### src/design/perlin_gradient_noise_2d_core_assert.svh
// ----------------------------------------------------------------------------
// perlin_gradient_noise_2d_core_assert: assertion macros
// Concurrent checks on clk with synchronous rst; empty for synthesis.
// ----------------------------------------------------------------------------
`ifndef PERLIN_GRADIENT_NOISE_2D_CORE_ASSERT_SVH
`define PERLIN_GRADIENT_NOISE_2D_CORE_ASSERT_SVH

`ifndef SYNTHESIS
`define PGN_ASSERT_NOW(label, ante, cons) \
  label: assert property (@(posedge clk) disable iff (rst) (ante) |-> (cons)) \
    else $error("pgn check failed");
`define PGN_ASSERT_NEXT(label, ante, cons) \
  label: assert property (@(posedge clk) disable iff (rst) (ante) |=> (cons)) \
    else $error("pgn check failed");
`else
`define PGN_ASSERT_NOW(label, ante, cons)
`define PGN_ASSERT_NEXT(label, ante, cons)
`endif

`endif

### src/design/pgn_pkg.sv
// ----------------------------------------------------------------------------
// pgn_pkg
// Constants and helper functions for the 2D gradient noise core.
// ----------------------------------------------------------------------------
package pgn_pkg;

  localparam logic [31:0] HASH_MUL_A = 32'd3284157443;
  localparam logic [31:0] HASH_MUL_B = 32'd1911520717;
  localparam logic [31:0] HASH_MUL_C = 32'd2048419325;

  localparam longint SIN_C1 = 64'sd1686629713;
  localparam longint SIN_C3 = -64'sd693598669;
  localparam longint SIN_C5 = 64'sd85569278;
  localparam longint SIN_C7 = -64'sd5026937;
  localparam longint SIN_C9 = 64'sd172273;

  localparam int ONE_Q16 = 65536;
  localparam int DOT_RND = 32768;

  function automatic logic [31:0] rotl16(input logic [31:0] v);
    return {v[15:0], v[31:16]};
  endfunction

  // sin(pi/2 * t / 2^16) in Q16; elaboration-time table builder
  function automatic longint quarter_sin(input longint t);
    longint t2;
    longint acc;
    longint s;
    t2 = (t * t) >>> 16;
    acc = SIN_C9;
    acc = SIN_C7 + ((acc * t2) >>> 16);
    acc = SIN_C5 + ((acc * t2) >>> 16);
    acc = SIN_C3 + ((acc * t2) >>> 16);
    acc = SIN_C1 + ((acc * t2) >>> 16);
    s = (acc * t + (64'sd1 <<< 29)) >>> 30;
    if (s < 0) s = 0;
    if (s > ONE_Q16) s = ONE_Q16;
    return s;
  endfunction

endpackage

### src/design/pgn_interp.sv
// ----------------------------------------------------------------------------
// pgn_interp
// Linear interpolation along x then y, Q16 conversion and saturation.
// ----------------------------------------------------------------------------
module pgn_interp #(
  parameter int FRAC_BITS = 16
) (
  input  logic                               clk,
  input  logic                               rst,
  input  logic                               ce,
  input  logic                               in_valid,
  input  logic signed [3:0][FRAC_BITS+2:0]   dot,
  input  logic [FRAC_BITS-1:0]               fx,
  input  logic [FRAC_BITS-1:0]               fy,
  output logic                               valid,
  output logic signed [17:0]                 noise_value
);

  localparam int NW = FRAC_BITS + 3;
  localparam int DW = NW + 1;
  localparam int MW = DW + FRAC_BITS + 1;
  localparam int CW = 20;
  localparam logic signed [MW-1:0] HALF = MW'(1) <<< (FRAC_BITS - 1);

  logic [4:0] vld;
  logic signed [DW-1:0] d0, d1, d2;
  logic signed [MW-1:0] m0, m1, m2;
  logic signed [MW-1:0] r0, r1, r2;
  logic signed [NW-1:0] b0, b1, ix0, ix1, b2, v;
  logic [FRAC_BITS-1:0] fy8, fy9;
  logic signed [CW-1:0] cv;

  always_comb begin
    d0 = DW'($signed(dot[1])) - DW'($signed(dot[0]));
    d1 = DW'($signed(dot[3])) - DW'($signed(dot[2]));
    d2 = DW'(ix1) - DW'(ix0);
    r0 = (m0 + HALF) >>> FRAC_BITS;
    r1 = (m1 + HALF) >>> FRAC_BITS;
    r2 = (m2 + HALF) >>> FRAC_BITS;
  end

  if (FRAC_BITS > 16) begin : g_down
    logic signed [NW:0] vr;
    assign vr = (NW+1)'(v) + ((NW+1)'(1) <<< (FRAC_BITS - 17));
    assign cv = CW'(vr >>> (FRAC_BITS - 16));
  end else begin : g_up
    assign cv = CW'(v) <<< (16 - FRAC_BITS);
  end

  always_ff @(posedge clk) begin
    if (rst) begin
      vld <= '0;
    end else if (ce) begin
      vld <= {vld[3:0], in_valid};
    end
  end

  always_ff @(posedge clk) begin
    if (ce) begin
      m0  <= MW'(d0 * $signed({1'b0, fx}));
      m1  <= MW'(d1 * $signed({1'b0, fx}));
      b0  <= $signed(dot[0]);
      b1  <= $signed(dot[2]);
      fy8 <= fy;

      ix0 <= NW'(MW'(b0) + r0);
      ix1 <= NW'(MW'(b1) + r1);
      fy9 <= fy8;

      m2  <= MW'(d2 * $signed({1'b0, fy9}));
      b2  <= ix0;

      v   <= NW'(MW'(b2) + r2);

      if (cv > CW'(pgn_pkg::ONE_Q16)) begin
        noise_value <= 18'(pgn_pkg::ONE_Q16);
      end else if (cv < -CW'(pgn_pkg::ONE_Q16)) begin
        noise_value <= -18'(pgn_pkg::ONE_Q16);
      end else begin
        noise_value <= 18'(cv);
      end
    end
  end

  assign valid = vld[4];

endmodule

### config.mk
export PLATFORM = sky130hd
export DESIGN_NAME = pgn_interp
export DESIGN_NICKNAME = d
export VERILOG_FILES = /design/src/design/perlin_gradient_noise_2d_core_assert.svh /design/src/design/pgn_pkg.sv /design/src/design/pgn_interp.sv
export SDC_FILE = /design/constraint.sdc
export NUM_CORES = 2
export LEC_CHECK = 0
export BUFFER_PORTS_ARGS = -buffer_cell sky130_fd_sc_hd__buf_2
export CORE_UTILIZATION = 27
export DETAILED_ROUTE_END_ITERATION = 12
export GPL_TIMING_DRIVEN = 0
export HOLD_SLACK_MARGIN = 0.05
export MAX_ROUTING_LAYER = met4
export SETUP_SLACK_MARGIN = 0.5
export SLEW_MARGIN = 20
export SYNTH_ARGS = -nofsm -noshare
export SYNTH_HDL_FRONTEND = slang
export SYNTH_SLANG_ARGS = --single-unit
### constraint.sdc
create_clock -name clk -period 8.6 [get_ports clk]
set_clock_uncertainty 0.15 [all_clocks]
set_input_delay 0.86 -clock clk [delete_from_list [all_inputs] [get_ports clk]]
set_output_delay 0.86 -clock clk [all_outputs]
set_load 0.02 [all_outputs]
Word-level counts from Yosys, hierarchy flattened
Index checks and enable logic that the tools add are counted.
- input port bits: 112
- register bits after elaboration: 274
- word-level logic and storage cells: 30
- mux-type cells: 1
- magnitude comparators: 2
- multipliers: 3
- reductions and logical operators: 1
- add/sub/neg operators: 9
- operator list (kind ; number):
    $add A35 B17 Y35 const B ; 3
    $mul A20 B17 Y35 ; 3
    $sub A19 B19 Y20 ; 3
    $add A19 B19 Y19 ; 3
    $gt A19 B18 Y1 const B ; 1
    $lt A19 B17 Y1 const B ; 1
    $mux W18 ; 1
    $reduce_or A2 Y1 ; 1

Depth between registers and ports, before layout
- word-level depth: 2
- gate-level depth with buffers: 38
- depth with buffers taken out: 37

Least setup slack after synthesis
No wires, ideal clock.
- path kind: input-to-reg
- start: input port dot[57] (netlist name)
- end: register m1[33] (data pin)
- library setup time: 0.269 ns
- stages on the path: 36
- setup slack: -0.574 ns
- data arrival time: 8.754 ns
- path through: inv_1 > ha_1 > inv_1 > fa_1 > a21o_1 > a21o_1 > a21oi_1 > o21ai_0 > a31oi_1 > or3_1 > nand4_1 > a31o_2 > a21oi_1 > xnor2_1 > clkbuf_1 > nand2_1 > fa_1 > fa_1 > fa_1 > inv_1 > fa_1 > fa_1 > inv_1 > fa_1 > inv_1 > ha_1 > and4_1 > a21oi_1 > nand2_1 > a21oi_1 > o21ai_1 > a41oi_1 > a21oi_1 > a21o_1 > a2111oi_0 > nor3_1
- longest elaborated chain between the ends: 2
- RTL lines (element ; RTL line ; text):
    start: declaration ; pgn_interp.sv:12 ; input logic signed [3:0][FRAC_BITS+2:0] dot,
    $sub A19 B19 Y20 ; pgn_interp.sv:35 ; d1 = DW'($signed(dot[3])) - DW'($signed(dot[2]));
    $mul A20 B17 Y35 ; pgn_interp.sv:61 ; m1 <= MW'(d1 * $signed({1'b0, fx}));
    end signal: assignment ; pgn_interp.sv:61 ;
    end: declaration ; pgn_interp.sv:27 ; logic signed [MW-1:0] m0, m1, m2;
Every way passes these cells.
A chain may end at the register's enable or synchronous reset.

Final worst setup path
- start: register ix0[0]
- end: register m2[34] (data pin)
- longest elaborated chain between the ends: 2
- RTL lines (element ; RTL line ; text):
    start: declaration ; pgn_interp.sv:29 ; logic signed [NW-1:0] b0, b1, ix0, ix1, b2, v;
    start signal: assignment ; pgn_interp.sv:66 ; ix0 <= NW'(MW'(b0) + r0);
    $sub A19 B19 Y20 ; pgn_interp.sv:36 ; d2 = DW'(ix1) - DW'(ix0);
    $mul A20 B17 Y35 ; pgn_interp.sv:70 ; m2 <= MW'(d2 * $signed({1'b0, fy9}));
    end signal: assignment ; pgn_interp.sv:70 ;
    end: declaration ; pgn_interp.sv:27 ;
Every way passes these cells.

==> summary.txt <==
Status
  – Status: complete, but fails checks
  – Failing checks: negative setup slack

CTS
  – Longest Clk Path Bufs: 3
  – CTS tree: done
  – Root Buffer: clkbuf_16
  – Clk slew on worst S/H paths: 0.07 ns
  – Skew-Pair Late Insertion Delay: between 0.6 and 0.7 ns
  – H-tree levels: 1
  – Num CTS Buffers: 31
  – Clock sinks: around 230

Logic synthesis
  – Post-synthesis compound-gate area fraction: between 4 and 5%
  – Adder-cell share of the synthesized area: roughly half
  – Mux cell area share after synthesis: 0.155%
  – Synth Area per Inst: roughly 9.5 µm²
  – Synth top area share: 39.6%
  – Sequential area share after synthesis: 14.8%
  – Synthesized cell area: around 46000 µm²
  – Ys Warns: 0
  – Count of different cell masters after synthesis: 65
  – Synth top area cells: fa_1, edfxtp_1, ha_1
  – Synth Area in Simple Gates: about 14%
  – Synth Register Bits: 229
  – Synth Instances: ~4800
  – Post-synth top area cell: fa_1
  – Post-synth EDFFs: between 200 and 250
  – Fraction of registers with async set/reset: 0%
  – Ys flop type: edfxtp_1
  – Largest family of logic cells by synthesized area: adder cells
  – Post-Synth XOR/XNOR Area: between 4 and 5%
  – Post-synth net total: between 6000 and 7000

Die
  – I/O pins: approximately 130
  – Die H: between 400 and 500 µm
  – Core outline area: between 150000 and 200000 µm²
  – Row count: ~150
  – Die ar.: 172000 µm²
  – Initial core utilization: a little over a quarter
  – Chip width: around 410 µm

Global route
  – Antenna violations before repair: 13
  – Vias in the first global route: ~36000
  – Total GRT Usage: between 15 and 20%
  – First-pass GRT wire length: 207000 µm
  – GRT overflow: 0
  – Largest net degree at the start of global routing: 94

Flow run
  – Max Cap Violations: 0

Timing
  – Slew margin rel.: 23.2%
  – Min Tclk post-route: ~8.8 ns
  – Least-Margin Pin Slew: about 1.1 ns
  – Final hold violation count: 0
  – RSZ-0062 raised after global routing: true
  – Setup Viol. Count Final: 6
  – Worst Setup Slack, final: -0.156 ns
  – Tcrit/Tclk final: 102%
  – Final count of pins violating max slew: 0
  – F_max: around 110 MHz
  – Setup TNS: -0.470 ns

Placement
  – IO buf count: ~120
  – DP Wirelength: 108000 µm
  – Inst Count DP: about 7200
  – Routability congestion estimate: a little under 0.9

Cells and area
  – Non-Filler Instances: around 7400
  – Most common cell after layout, fill and taps aside: inv_1
  – Final net count: approximately 6600
  – Fraction of layout cells with a size suffix above 1: between 10% and 20%
  – Util after Layout: ~32%
  – Synth-to-Final Area Change: 19.3%
  – Most frequent cells in the layout: inv_1, fa_1, nand2_1, and2_1, ha_1

Critical path
  – Largest stage delay on the critical path: around 0.54 ns
  – Slowest CP cell: fa_1
  – Critical Path RT: roughly 8.8 ns
  – CP dominant cell by count: fa_1
  – Crit path arrival time: roughly 9.0 ns
  – CP max FO: 6
  – Crit. End Element: flop
  – Setup CP Type: flop to flop
  – Type of origin of the critical path: flop

Route
  – DR pass1 iterations: 7
  – Post-route ant nets: 0
  – DRT Wirelength: roughly 130000 µm
  – Vias/cell: between 4 and 5
  – Drt drc: 0
  – Wire length per cell: about 18 µm
  – Via count: around 33000
  – Initial DRC count: between 1500 and 2000

Min path
  – Worst hold path class: input port to flop
## what timing repair did
| item | 4_1_cts | 5_1_grt |
|---|---|---|
| setup buffers | 133 | 50 |
| hold buffers | 0 | 0 |
| endpoints found under the setup margin | 52 | 44 |
| pin swaps | 148 | 144 |
| resized for setup | 318 | 172 |
## sequential cells by signal, indices dropped and copies added, names as in the netlist
name	flops
fy8	16
ix0	19
vld	5
fy9	16
b0	19
b1	19
noise_value	18
m2	20
b2	19
m0	20
v	19
ix1	19
m1	20
## logic make-up (layout without fill, tap and decap cells)
| family | after synthesis | after routing |
|---|---|---|
| AND/OR/NAND/NOR | 1368 | 1368 |
| buffers and inverters | 1359 | 1725 |
| other | 0 | 7 |
| XOR/XNOR | 251 | 251 |
| flip-flops | 229 | 229 |
| adder cells (fa/ha/maj) | 1296 | 1296 |
| AO/OA/AOI/OAI | 324 | 324 |
| multiplexers | 7 | 7 |
## through the flow
stage | setup slack, ns | hold WS, ns | area (µm²)
2_1_floorplan | 0.123 | 0.250 | 46500
6_report | -0.156 | 0.252 | 54900
4_1_cts | -0.189 | 0.204 | 53800
3_3_place_gp | -1.82 | 0.254 | 49900
5_1_grt | -0.489 | 0.215 | 54900
3_5_place_dp | -1.78 | 0.256 | 50100
## path summary, 6_finish.rpt
| kind | slack, ns | startpoint | end | cells past startpoint |
|---|---|---|---|---|
| setup / recovery | -0.16 | ix0[0] | m2[34] | 35 |
| hold / removal | 0.25 | fy[4] | fy8[4] | 1 |
| setup reg to reg | -0.16 | ix0[0] | m2[34] | 35 |
| hold reg to reg | 0.27 | fy8[2] | fy9[2] | 0 |
## synth_stat cells, types with 19 or more instances
library cell,instances
inv_1,1194
fa_1,910
nand2_1,601
and2_1,379
ha_1,375
edfxtp_1,224
xnor2_1,191
clkbuf_1,161
nor2_1,127
a21oi_1,94
nor2b_1,66
xor2_1,60
o21ai_0,58
nand3_1,46
nor3_1,42
o21a_1,38
a21o_1,32
nand2b_1,31
nand4_1,21
and3_1,19
## layer usage
| layer | global-route usage (%) | vias up | share of wire, % |
|---|---|---|---|
| met5 | - | - | 0 |
| met4 | 5.01 | 0 | 3.7 |
| met3 | 1.64 | 192 | 5.4 |
| met2 | 29.4 | 857 | 53 |
| met1 | 18.5 | 17000 | 38 |
| li1 | - | 15200 | - |
## worst max-delay path, delay by kind of cell, from the launching register on
kind                       cells  cell delay (ns)
adders and majority gates      9             3.81
DFF                            1             0.48
AOI/OAI and AO/OA             16             2.96
buffers and inverters          4             0.33
xor gates and xnor gates       3             0.49
and+or+nand+nor                3             0.27
## cell type report
| cell class | instances | area (µm²) |
|---|---|---|
| Clock inverter | 25 | 298 |
| Clock buffer | 33 | 783 |
| Sequential cell | 229 | 6830 |
| Fill cell | 17400 | 114000 |
| Antenna cell | 7 | 17.5 |
| Inverter | 1194 | 4500 |
| Tap cell | 2218 | 2780 |
| Multi-Input combinational cell | 3246 | 36300 |
| Timing Repair Buffer | 308 | 2350 |
| Buffer | 165 | 1010 |
Power is left out: the tool's default activity adds up to more than one toggle a clock period on the data nets, which glitch-free logic cannot reach.
